File: config.mk
export PLATFORM = sky130hd
export DESIGN_NAME = comment_stripping_line_filter_core
export DESIGN_NICKNAME = d
export VERILOG_FILES = /design/src/hdl/cslf_pkg.sv /design/src/hdl/cslf_front.sv /design/src/hdl/cslf_queue.sv /design/src/hdl/cslf_back.sv /design/src/hdl/comment_stripping_line_filter_core.sv
export SDC_FILE = /design/constraint.sdc
export NUM_CORES = 1
export LEC_CHECK = 0
export BUFFER_PORTS_ARGS = -buffer_cell sky130_fd_sc_hd__buf_4
export CAP_MARGIN = 10
export CORE_MARGIN = 1
export CORE_UTILIZATION = 30
export CTS_CLUSTER_SIZE = 28
export DETAILED_ROUTE_END_ITERATION = 7
export PLACE_DENSITY_LB_ADDON = 0.15
export SLEW_MARGIN = 0
export SYNTH_ARGS = -nofsm -noshare
export SYNTH_HDL_FRONTEND = slang
export SYNTH_HIERARCHICAL = 1
export SYNTH_SLANG_ARGS = --single-unit
File: constraint.sdc
create_clock -name clk -period 12.1 [get_ports clk]
set_clock_uncertainty 0.15 [all_clocks]
set_input_delay 2.42 -clock clk [delete_from_list [all_inputs] [get_ports clk]]
set_output_delay 2.42 -clock clk [all_outputs]
set_load 0.02 [all_outputs]
File: src/hdl/cslf_pkg.sv
// Shared types and constants for the comment-stripping line filter.
// No dependencies; imported by every module of the block.
package cslf_pkg;

	// field widths fixed by the stream format
	localparam int BYTE_W     = 8;
	localparam int KIND_W     = 2;
	localparam int LINE_NUM_W = 24;
	localparam int CFG_IDX_W  = 2;

	// newline byte
	localparam logic [BYTE_W-1:0] NEWLINE_BYTE = 8'h0A;

	// result kinds
	localparam logic [KIND_W-1:0] KIND_CHAR  = 2'd0;
	localparam logic [KIND_W-1:0] KIND_LINE  = 2'd1;
	localparam logic [KIND_W-1:0] KIND_ERROR = 2'd2;

	// configuration register indexes
	localparam logic [CFG_IDX_W-1:0] REG_LINE_COMMENT = 2'd0;
	localparam logic [CFG_IDX_W-1:0] REG_BLOCK_OPEN   = 2'd1;
	localparam logic [CFG_IDX_W-1:0] REG_BLOCK_CLOSE  = 2'd2;

	// configuration reset values
	localparam logic [BYTE_W-1:0] RST_LINE_COMMENT = 8'd35;
	localparam logic [BYTE_W-1:0] RST_BLOCK_OPEN   = 8'd123;
	localparam logic [BYTE_W-1:0] RST_BLOCK_CLOSE  = 8'd125;

	// queue between front and back
	localparam int QUEUE_DEPTH = 4;
	localparam int QPTR_W      = $clog2(QUEUE_DEPTH);
	localparam int QCNT_W      = $clog2(QUEUE_DEPTH + 1);

	// classified byte word passed from front to back
	typedef struct packed {
		logic              is_eof;
		logic              is_newline;
		logic              is_line_cmt;
		logic              is_open;
		logic              is_close;
		logic [BYTE_W-1:0] data;
	} cslf_op_t;

	// marker bytes currently programmed
	typedef struct packed {
		logic [BYTE_W-1:0] line_cmt;
		logic [BYTE_W-1:0] blk_open;
		logic [BYTE_W-1:0] blk_close;
	} cslf_cfg_t;

endpackage

File: src/hdl/cslf_front.sv
// Front end: accepts input words and classifies each byte against the markers.
// Depends on cslf_pkg.
module cslf_front import cslf_pkg::*; (
	input  logic              clk,
	input  logic              arst_n,
	input  cslf_cfg_t         cfg,
	input  logic              in_valid,
	output logic              in_stall,
	input  logic [BYTE_W-1:0] in_byte,
	input  logic              end_of_file,
	output logic              push_valid,
	input  logic              push_ready,
	output cslf_op_t          push_data
);

	logic     valid_s1;
	cslf_op_t op_s1;
	cslf_op_t op_d;
	logic     advance;

	// stage moves when empty or when the queue takes its word
	assign advance  = !valid_s1 || push_ready;
	assign in_stall = !advance;

	// classify the incoming byte; end of file masks all compares
	always_comb begin
		op_d.is_eof      = end_of_file;
		op_d.is_newline  = !end_of_file && (in_byte == NEWLINE_BYTE);
		op_d.is_line_cmt = !end_of_file && (in_byte == cfg.line_cmt);
		op_d.is_open     = !end_of_file && (in_byte == cfg.blk_open);
		op_d.is_close    = !end_of_file && (in_byte == cfg.blk_close);
		op_d.data        = in_byte;
	end

	// stage valid
	always_ff @(posedge clk or negedge arst_n) begin
		if (!arst_n) begin
			valid_s1 <= 1'b0;
		end else if (advance) begin
			valid_s1 <= in_valid;
		end
	end

	// stage payload
	always_ff @(posedge clk) begin
		if (advance && in_valid) begin
			op_s1 <= op_d;
		end
	end

	assign push_valid = valid_s1;
	assign push_data  = op_s1;

endmodule

File: src/hdl/cslf_queue.sv
// Short queue decoupling the classifier from the comment state machine.
// Depends on cslf_pkg.
module cslf_queue import cslf_pkg::*; (
	input  logic     clk,
	input  logic     arst_n,
	input  logic     push_valid,
	output logic     push_ready,
	input  cslf_op_t push_data,
	output logic     pop_valid,
	input  logic     pop_ready,
	output cslf_op_t pop_data
);

	cslf_op_t            mem_q [QUEUE_DEPTH];
	logic [QPTR_W-1:0]   wr_ptr_q;
	logic [QPTR_W-1:0]   rd_ptr_q;
	logic [QCNT_W-1:0]   count_q;
	logic                do_push;
	logic                do_pop;

	assign push_ready = (count_q != QCNT_W'(QUEUE_DEPTH));
	assign pop_valid  = (count_q != '0);
	assign do_push    = push_valid && push_ready;
	assign do_pop     = pop_valid && pop_ready;
	assign pop_data   = mem_q[rd_ptr_q];

	// entry storage
	always_ff @(posedge clk) begin
		if (do_push) begin
			mem_q[wr_ptr_q] <= push_data;
		end
	end

	// pointers and fill count
	always_ff @(posedge clk or negedge arst_n) begin
		if (!arst_n) begin
			wr_ptr_q <= '0;
			rd_ptr_q <= '0;
			count_q  <= '0;
		end else begin
			if (do_push) begin
				wr_ptr_q <= (wr_ptr_q == QPTR_W'(QUEUE_DEPTH - 1)) ? '0 : wr_ptr_q + 1'b1;
			end
			if (do_pop) begin
				rd_ptr_q <= (rd_ptr_q == QPTR_W'(QUEUE_DEPTH - 1)) ? '0 : rd_ptr_q + 1'b1;
			end
			if (do_push && !do_pop) begin
				count_q <= count_q + 1'b1;
			end else if (do_pop && !do_push) begin
				count_q <= count_q - 1'b1;
			end
		end
	end

endmodule

File: src/hdl/cslf_back.sv
// Back end: comment nesting, line tracking, line counter and output register.
// Depends on cslf_pkg.
module cslf_back import cslf_pkg::*; #(
	parameter int NEST_LIMIT      = 255,
	parameter int LINE_COUNT_BITS = 24
) (
	input  logic                  clk,
	input  logic                  arst_n,
	input  logic                  pop_valid,
	output logic                  pop_ready,
	input  cslf_op_t              pop_data,
	output logic                  out_valid,
	input  logic                  out_stall,
	output logic [KIND_W-1:0]     item_kind,
	output logic [BYTE_W-1:0]     out_char,
	output logic [LINE_NUM_W-1:0] line_number
);

	localparam int DEPTH_W = $clog2(NEST_LIMIT + 1);

	logic [DEPTH_W-1:0]         depth_q, depth_d;
	logic                       skip_q, skip_d;
	logic                       text_q, text_d;
	logic [LINE_COUNT_BITS-1:0] cnt_q, cnt_d;
	logic                       bump;
	logic                       emit;
	logic [KIND_W-1:0]          kind_d;
	logic [BYTE_W-1:0]          char_d;
	logic                       do_pop;
	logic                       in_block;
	logic [LINE_COUNT_BITS+LINE_NUM_W-1:0] cnt_ext;

	logic                       out_valid_q;
	logic [KIND_W-1:0]          kind_q;
	logic [BYTE_W-1:0]          char_q;
	logic [LINE_NUM_W-1:0]      line_q;

	// take a word when the output slot is free or being drained
	assign pop_ready = !out_valid_q || !out_stall;
	assign do_pop    = pop_valid && pop_ready;
	assign in_block  = (depth_q != '0);

	// next state and result for the word at the queue head
	always_comb begin
		depth_d = depth_q;
		skip_d  = skip_q;
		text_d  = text_q;
		bump    = 1'b0;
		emit    = 1'b0;
		kind_d  = KIND_CHAR;
		char_d  = '0;
		priority if (pop_data.is_eof) begin
			bump    = 1'b1;
			depth_d = '0;
			skip_d  = 1'b0;
			text_d  = 1'b0;
			if (in_block) begin
				emit   = 1'b1;
				kind_d = KIND_ERROR;
			end else if (text_q) begin
				emit   = 1'b1;
				kind_d = KIND_LINE;
			end
		end else if (in_block) begin
			bump = pop_data.is_newline;
			if (pop_data.is_close) begin
				depth_d = depth_q - 1'b1;
			end else if (pop_data.is_open && (depth_q < DEPTH_W'(NEST_LIMIT))) begin
				depth_d = depth_q + 1'b1;
			end
		end else if (pop_data.is_newline) begin
			bump   = 1'b1;
			skip_d = 1'b0;
			text_d = 1'b0;
			if (text_q) begin
				emit   = 1'b1;
				kind_d = KIND_LINE;
			end
		end else if (skip_q) begin
			// inside a line comment, drop the byte
		end else if (pop_data.is_line_cmt) begin
			skip_d = 1'b1;
		end else if (pop_data.is_open) begin
			depth_d = DEPTH_W'(1);
		end else if (pop_data.is_close) begin
			// stray close marker, drop it
		end else begin
			text_d = 1'b1;
			emit   = 1'b1;
			char_d = pop_data.data;
		end
		cnt_d = (bump && (cnt_q != '1)) ? cnt_q + 1'b1 : cnt_q;
	end

	// counter value as seen on the result port
	assign cnt_ext = {{LINE_NUM_W{1'b0}}, cnt_d};

	// filter state
	always_ff @(posedge clk or negedge arst_n) begin
		if (!arst_n) begin
			depth_q <= '0;
			skip_q  <= 1'b0;
			text_q  <= 1'b0;
			cnt_q   <= '0;
		end else if (do_pop) begin
			depth_q <= depth_d;
			skip_q  <= skip_d;
			text_q  <= text_d;
			cnt_q   <= cnt_d;
		end
	end

	// output valid
	always_ff @(posedge clk or negedge arst_n) begin
		if (!arst_n) begin
			out_valid_q <= 1'b0;
		end else if (do_pop) begin
			out_valid_q <= emit;
		end else if (!out_stall) begin
			out_valid_q <= 1'b0;
		end
	end

	// output payload
	always_ff @(posedge clk) begin
		if (do_pop && emit) begin
			kind_q <= kind_d;
			char_q <= char_d;
			line_q <= cnt_ext[LINE_NUM_W-1:0];
		end
	end

	assign out_valid   = out_valid_q;
	assign item_kind   = kind_q;
	assign out_char    = char_q;
	assign line_number = line_q;

endmodule

File: src/hdl/comment_stripping_line_filter_core.sv
// Top level of the comment-stripping line filter.
// Depends on cslf_pkg, cslf_front, cslf_queue and cslf_back.
//
// Usage:
//   Input channel (in_valid/in_stall) carries one word per byte: in_byte and
//   end_of_file. Output channel (out_valid/out_stall) carries item_kind,
//   out_char and line_number. A word moves at a clock edge with valid high
//   and stall low. Configuration writes (cfg_valid/cfg_ready, cfg_index,
//   cfg_data) set the line comment, block open and block close markers;
//   cfg_ready is always high and indexes past the last register are dropped.
// Timing:
//   One input word per cycle sustained while out_stall stays low. A result
//   reaches out_valid through the classifier stage and the queue, then the
//   state machine updates depth, line flags and counter as it loads the
//   output register. Dropped bytes give no result. A four-entry queue absorbs
//   short output stalls; once it and the classifier stage are full, in_stall
//   rises.
// Reset:
//   arst_n clears depth, line flags, line counter, queue and output valid
//   and loads the default markers; no clearing pass is needed.
module comment_stripping_line_filter_core import cslf_pkg::*; #(
	parameter int NEST_LIMIT      = 255,
	parameter int LINE_COUNT_BITS = 24
) (
	input  logic                  clk,
	input  logic                  arst_n,
	input  logic                  cfg_valid,
	output logic                  cfg_ready,
	input  logic [CFG_IDX_W-1:0]  cfg_index,
	input  logic [BYTE_W-1:0]     cfg_data,
	input  logic                  in_valid,
	output logic                  in_stall,
	input  logic [BYTE_W-1:0]     in_byte,
	input  logic                  end_of_file,
	output logic                  out_valid,
	input  logic                  out_stall,
	output logic [KIND_W-1:0]     item_kind,
	output logic [BYTE_W-1:0]     out_char,
	output logic [LINE_NUM_W-1:0] line_number
);

	cslf_cfg_t cfg_q;
	logic      push_valid;
	logic      push_ready;
	cslf_op_t  push_data;
	logic      pop_valid;
	logic      pop_ready;
	cslf_op_t  pop_data;

	assign cfg_ready = 1'b1;

	// marker registers
	always_ff @(posedge clk or negedge arst_n) begin
		if (!arst_n) begin
			cfg_q.line_cmt  <= RST_LINE_COMMENT;
			cfg_q.blk_open  <= RST_BLOCK_OPEN;
			cfg_q.blk_close <= RST_BLOCK_CLOSE;
		end else if (cfg_valid && cfg_ready) begin
			unique case (cfg_index)
				REG_LINE_COMMENT: cfg_q.line_cmt  <= cfg_data;
				REG_BLOCK_OPEN:   cfg_q.blk_open  <= cfg_data;
				REG_BLOCK_CLOSE:  cfg_q.blk_close <= cfg_data;
				default: ;
			endcase
		end
	end

	// classifier
	cslf_front u_front (
		.clk         (clk),
		.arst_n      (arst_n),
		.cfg         (cfg_q),
		.in_valid    (in_valid),
		.in_stall    (in_stall),
		.in_byte     (in_byte),
		.end_of_file (end_of_file),
		.push_valid  (push_valid),
		.push_ready  (push_ready),
		.push_data   (push_data)
	);

	// decoupling queue
	cslf_queue u_queue (
		.clk        (clk),
		.arst_n     (arst_n),
		.push_valid (push_valid),
		.push_ready (push_ready),
		.push_data  (push_data),
		.pop_valid  (pop_valid),
		.pop_ready  (pop_ready),
		.pop_data   (pop_data)
	);

	// comment state machine and output register
	cslf_back #(
		.NEST_LIMIT      (NEST_LIMIT),
		.LINE_COUNT_BITS (LINE_COUNT_BITS)
	) u_back (
		.clk         (clk),
		.arst_n      (arst_n),
		.pop_valid   (pop_valid),
		.pop_ready   (pop_ready),
		.pop_data    (pop_data),
		.out_valid   (out_valid),
		.out_stall   (out_stall),
		.item_kind   (item_kind),
		.out_char    (out_char),
		.line_number (line_number)
	);

endmodule

==> metrics.yaml <==
clocking:
  cts_setup_buffers: 0
  numCtsBuffers: 17
  clock_sinks: 166
  clk_pin_slew_worst_paths_ps: 70
  h-tree-depth: 4
  cts_resized: 0
  cts_max_path_buffers: 2
  clock_latency_ps: 420
  cts_root_buf: "clkbuf_16"
  postCtsHoldBufs: 0
  tritoncts: "done"
power_and_ir_drop:
  switching_share_pct: 35.2
  internal-power_uw: 1450
  finalPower_uw: 2230
  p_leak_uw: 0.00341
  combPwrFrac_pct: 34.7
  seqPwrFrac_pct: 41.3
  p_switching_uw: 787
  vdd.ir_drop.worst_uv: 100
  pwr-share-clk_pct: 24.0
  powerDensity_nw_per_um2: 250
global_routing:
  track_usage_pct: 12.0
  grt_pass1_wl_mm: 23.8
  antenna_found_initial: 0
  grt_overflow_total: 0
  grt_max_degree: 68
  grt_pass1_vias: 4518
yosys:
  synth_edf_count: 99
  synth_cell_types: 66
  ys.flop_type: "edfxtp_1"
  avgSynthCellArea_um2: 14.5
  synth_seq_area_share_pct: 61.8
  ys_warn_count: 6
  syn_area_um2: 7560
  syn_inst: 521
  synthArstFlopShare_pct: 40.4
  synth.net_count: 560
  ys_ff_latch: 166
worst_setup_path:
  critPathArrivalTime_ps: 4660
  crit_family: "simple AND/OR/NAND/NOR gates"
  path_depth: 5
  worst_setup_path_start_kind: "register"
  critPathLaunch: "u_queue/rd_ptr_q[0]$_DFFE_PN0P_"
  critPathSlowestCell: "a21oi_4"
  critPathKind: "register to register"
  r2r-end: "u_back/line_number[5]$_DFFE_PP_"
  rrSetupSlack_ps: 7320
  cp-end-kind: "register"
  path_cells: "mux4_2 -> or4_1 -> nor3_1 -> o21ai_0 -> a21oi_4"
  cp_slowest_stage_delay_ps: 960
  ff2ff_path_depth: 5
  rr_startpoint: "u_queue/rd_ptr_q[0]$_DFFE_PN0P_"
  endpoint: "u_back/line_number[5]$_DFFE_PP_"
  crit_buf_inv: 0
  cp.required_ps: 11980
  critPathMaxFanout: 35
route:
  avgRoutedWirePerCell_um: 16.0
  first_pass_iters: 4
  viasPerCell: 4.74
  vias: 4361
  wl_mm: 14.7
  drc: 0
  ant_nets: 0
  drtIter0Drc: 180
hold_path:
  hold_path.class: "register to register"
  hold_depth: 1
finish:
  area_delta_synth_final_pct: 18.0
  mostFrequentLayoutCell: "edfxtp_1"
  drive_above_1_share_pct: 29.8
  antenna_cells: 0
  layout.nets: 623
  final-seq-area_um2: 4670
  fillCellCount: 2395
  multiInputGateArea_um2: 2780
  layout_common_cells: "edfxtp_1, buf_4, xnor2_1"
floorplanning:
  die_area_um2: 25800
  core_area_um2: 24500
  die_y_um: 161
  ios: 61
  die_width_um: 161
  initial_core_util_pct: 30.8
  fp-row-count: 57
place:
  place_congestion: 0.742
  dp.final_hpwl_mm: 10.1
  portBuffers: 59
timing:
  finalHoldViolCount: 0
  rsz0062_at_grt: "no"
  worst_slew_pin_slew_ps: 1140
  final_max_slew_viol_count: 0
  worst_hold_slack_ps: 345
  slew-limit-headroom_pct: 23.5
  fin_crit_ps: 4780
  max_freq_ghz: 0.209
  fin_crit_sh_pct: 39.5
  fin_tns_setup_ps: 0
  setup_viol: 0
run:
  maxCapViolCount: 0
status:
  status: "completed"
==> Yosys cell counts, drive strengths merged (3+ instances only) <==
cell,count,area [um2]
and2,6,40.0
a21o,3,22.5
mux2,31,357
nor3,15,96.4
inv,11,41.3
edfxtp,99,2970
dfrtp,52,1300
nor2,20,75.1
xor2,24,210
dfstp,15,394
clkbuf,5,20.0
nand3b,4,37.5
nor4,11,83.8
a21oi,8,43.8
nand2,32,120
mux4,13,293
buf,10,61.3
ha,13,163
o211ai,3,22.5
and3,15,98.9
xnor2,53,464
nand4,10,77.6
nand3,22,125
o21ai,6,33.8
a22o,7,61.3
==> cell families after synthesis <==
logic type | share of synthesized area [%]
XOR/XNOR | 8.92
other | 0.0496
AND/OR/NAND/NOR | 11.7
AO/OA/AOI/OAI | 4.52
flip-flops | 61.8
adder cells (fa/ha/maj) | 2.68
multiplexers | 8.72
buffers and inverters | 1.62
==> per-layer routing <==
metal	vias to the layer above	GRT usage [%]	part of all wire, %
met5	-	0	0
met4	0	3.22	0.85
met3	10	3.18	3.8
met2	94	21.1	51
met1	2197	14.5	44
li1	2060	-	-
==> layout make-up <==
cell class	count	area share [%]
Timing Repair Buffer	59	4.96
Clock inverter	14	1.73
Inverter	11	0.463
Tap cell	324	4.54
Multi-Input combinational cell	329	31.2
Clock buffer	18	4.81
Sequential cell	166	52.3
==> power groups by stage <==
| stage | clock (uW) | sequential (uW) | combinational, uW |
|---|---|---|---|
| floorplan | 0 | 975 | 488 |
| global placement | 0 | 934 | 762 |
| detailed placement | 0 | 941 | 787 |
| CTS | 551 | 930 | 788 |
| global route | 575 | 947 | 847 |
| finish | 536 | 924 | 774 |
==> flip-flops by register name, indices dropped and copies added (netlist names) <==
signal,cells
cfg_q,24
u_back/cnt_q,24
u_back/depth_q,8
u_back/item_kind,2
u_back/line_number,24
u_back/out_char,8
u_back/out_valid,1
u_back/skip_q,1
u_back/text_q,1
u_front/push_data,13
u_front/push_valid,1
u_queue/count_q,3
u_queue/mem_q,52
u_queue/rd_ptr_q,2
u_queue/wr_ptr_q,2
==> per-stage QoR <==
step                      utilization (%)  worst slack, ps  instance area (um2)  cells
after floorplan                         -             7020                 7560    521
after global placement               34.0             7250                 8340    889
after detailed placement             34.0             7170                 8340    889
after CTS                            36.4             7170                 8920    921
after global routing                 36.4             6920                 8920    921
final                                36.4             7320                 8920    921
==> worst register-to-register path: stages (launching register included) <==
cell and delay, ps:
dfrtp_1 940, mux4_2 770, or4_1 560, nor3_1 720
o21ai_0 300, a21oi_4 960
==> how the worst min path moves through the flow <==
stage | from | slack, ps | end
global placement | u_queue/count_q[2]$_DFFE_PN0P_ | 310 | u_queue/count_q[2]$_DFFE_PN0P_
floorplan | u_queue/count_q[2]$_DFFE_PN0P_ | 300 | u_queue/count_q[2]$_DFFE_PN0P_
detailed placement | u_queue/count_q[2]$_DFFE_PN0P_ | 330 | u_queue/count_q[2]$_DFFE_PN0P_
global route | u_front/push_data[2]$_DFFE_PP_ | 370 | u_queue/mem_q[3][2]$_DFFE_PP_
CTS | u_queue/count_q[2]$_DFFE_PN0P_ | 350 | u_queue/count_q[2]$_DFFE_PN0P_
finish | u_queue/count_q[2]$_DFFE_PN0P_ | 340 | u_queue/count_q[2]$_DFFE_PN0P_
Note: power is estimated with default switching activity, not from simulation.
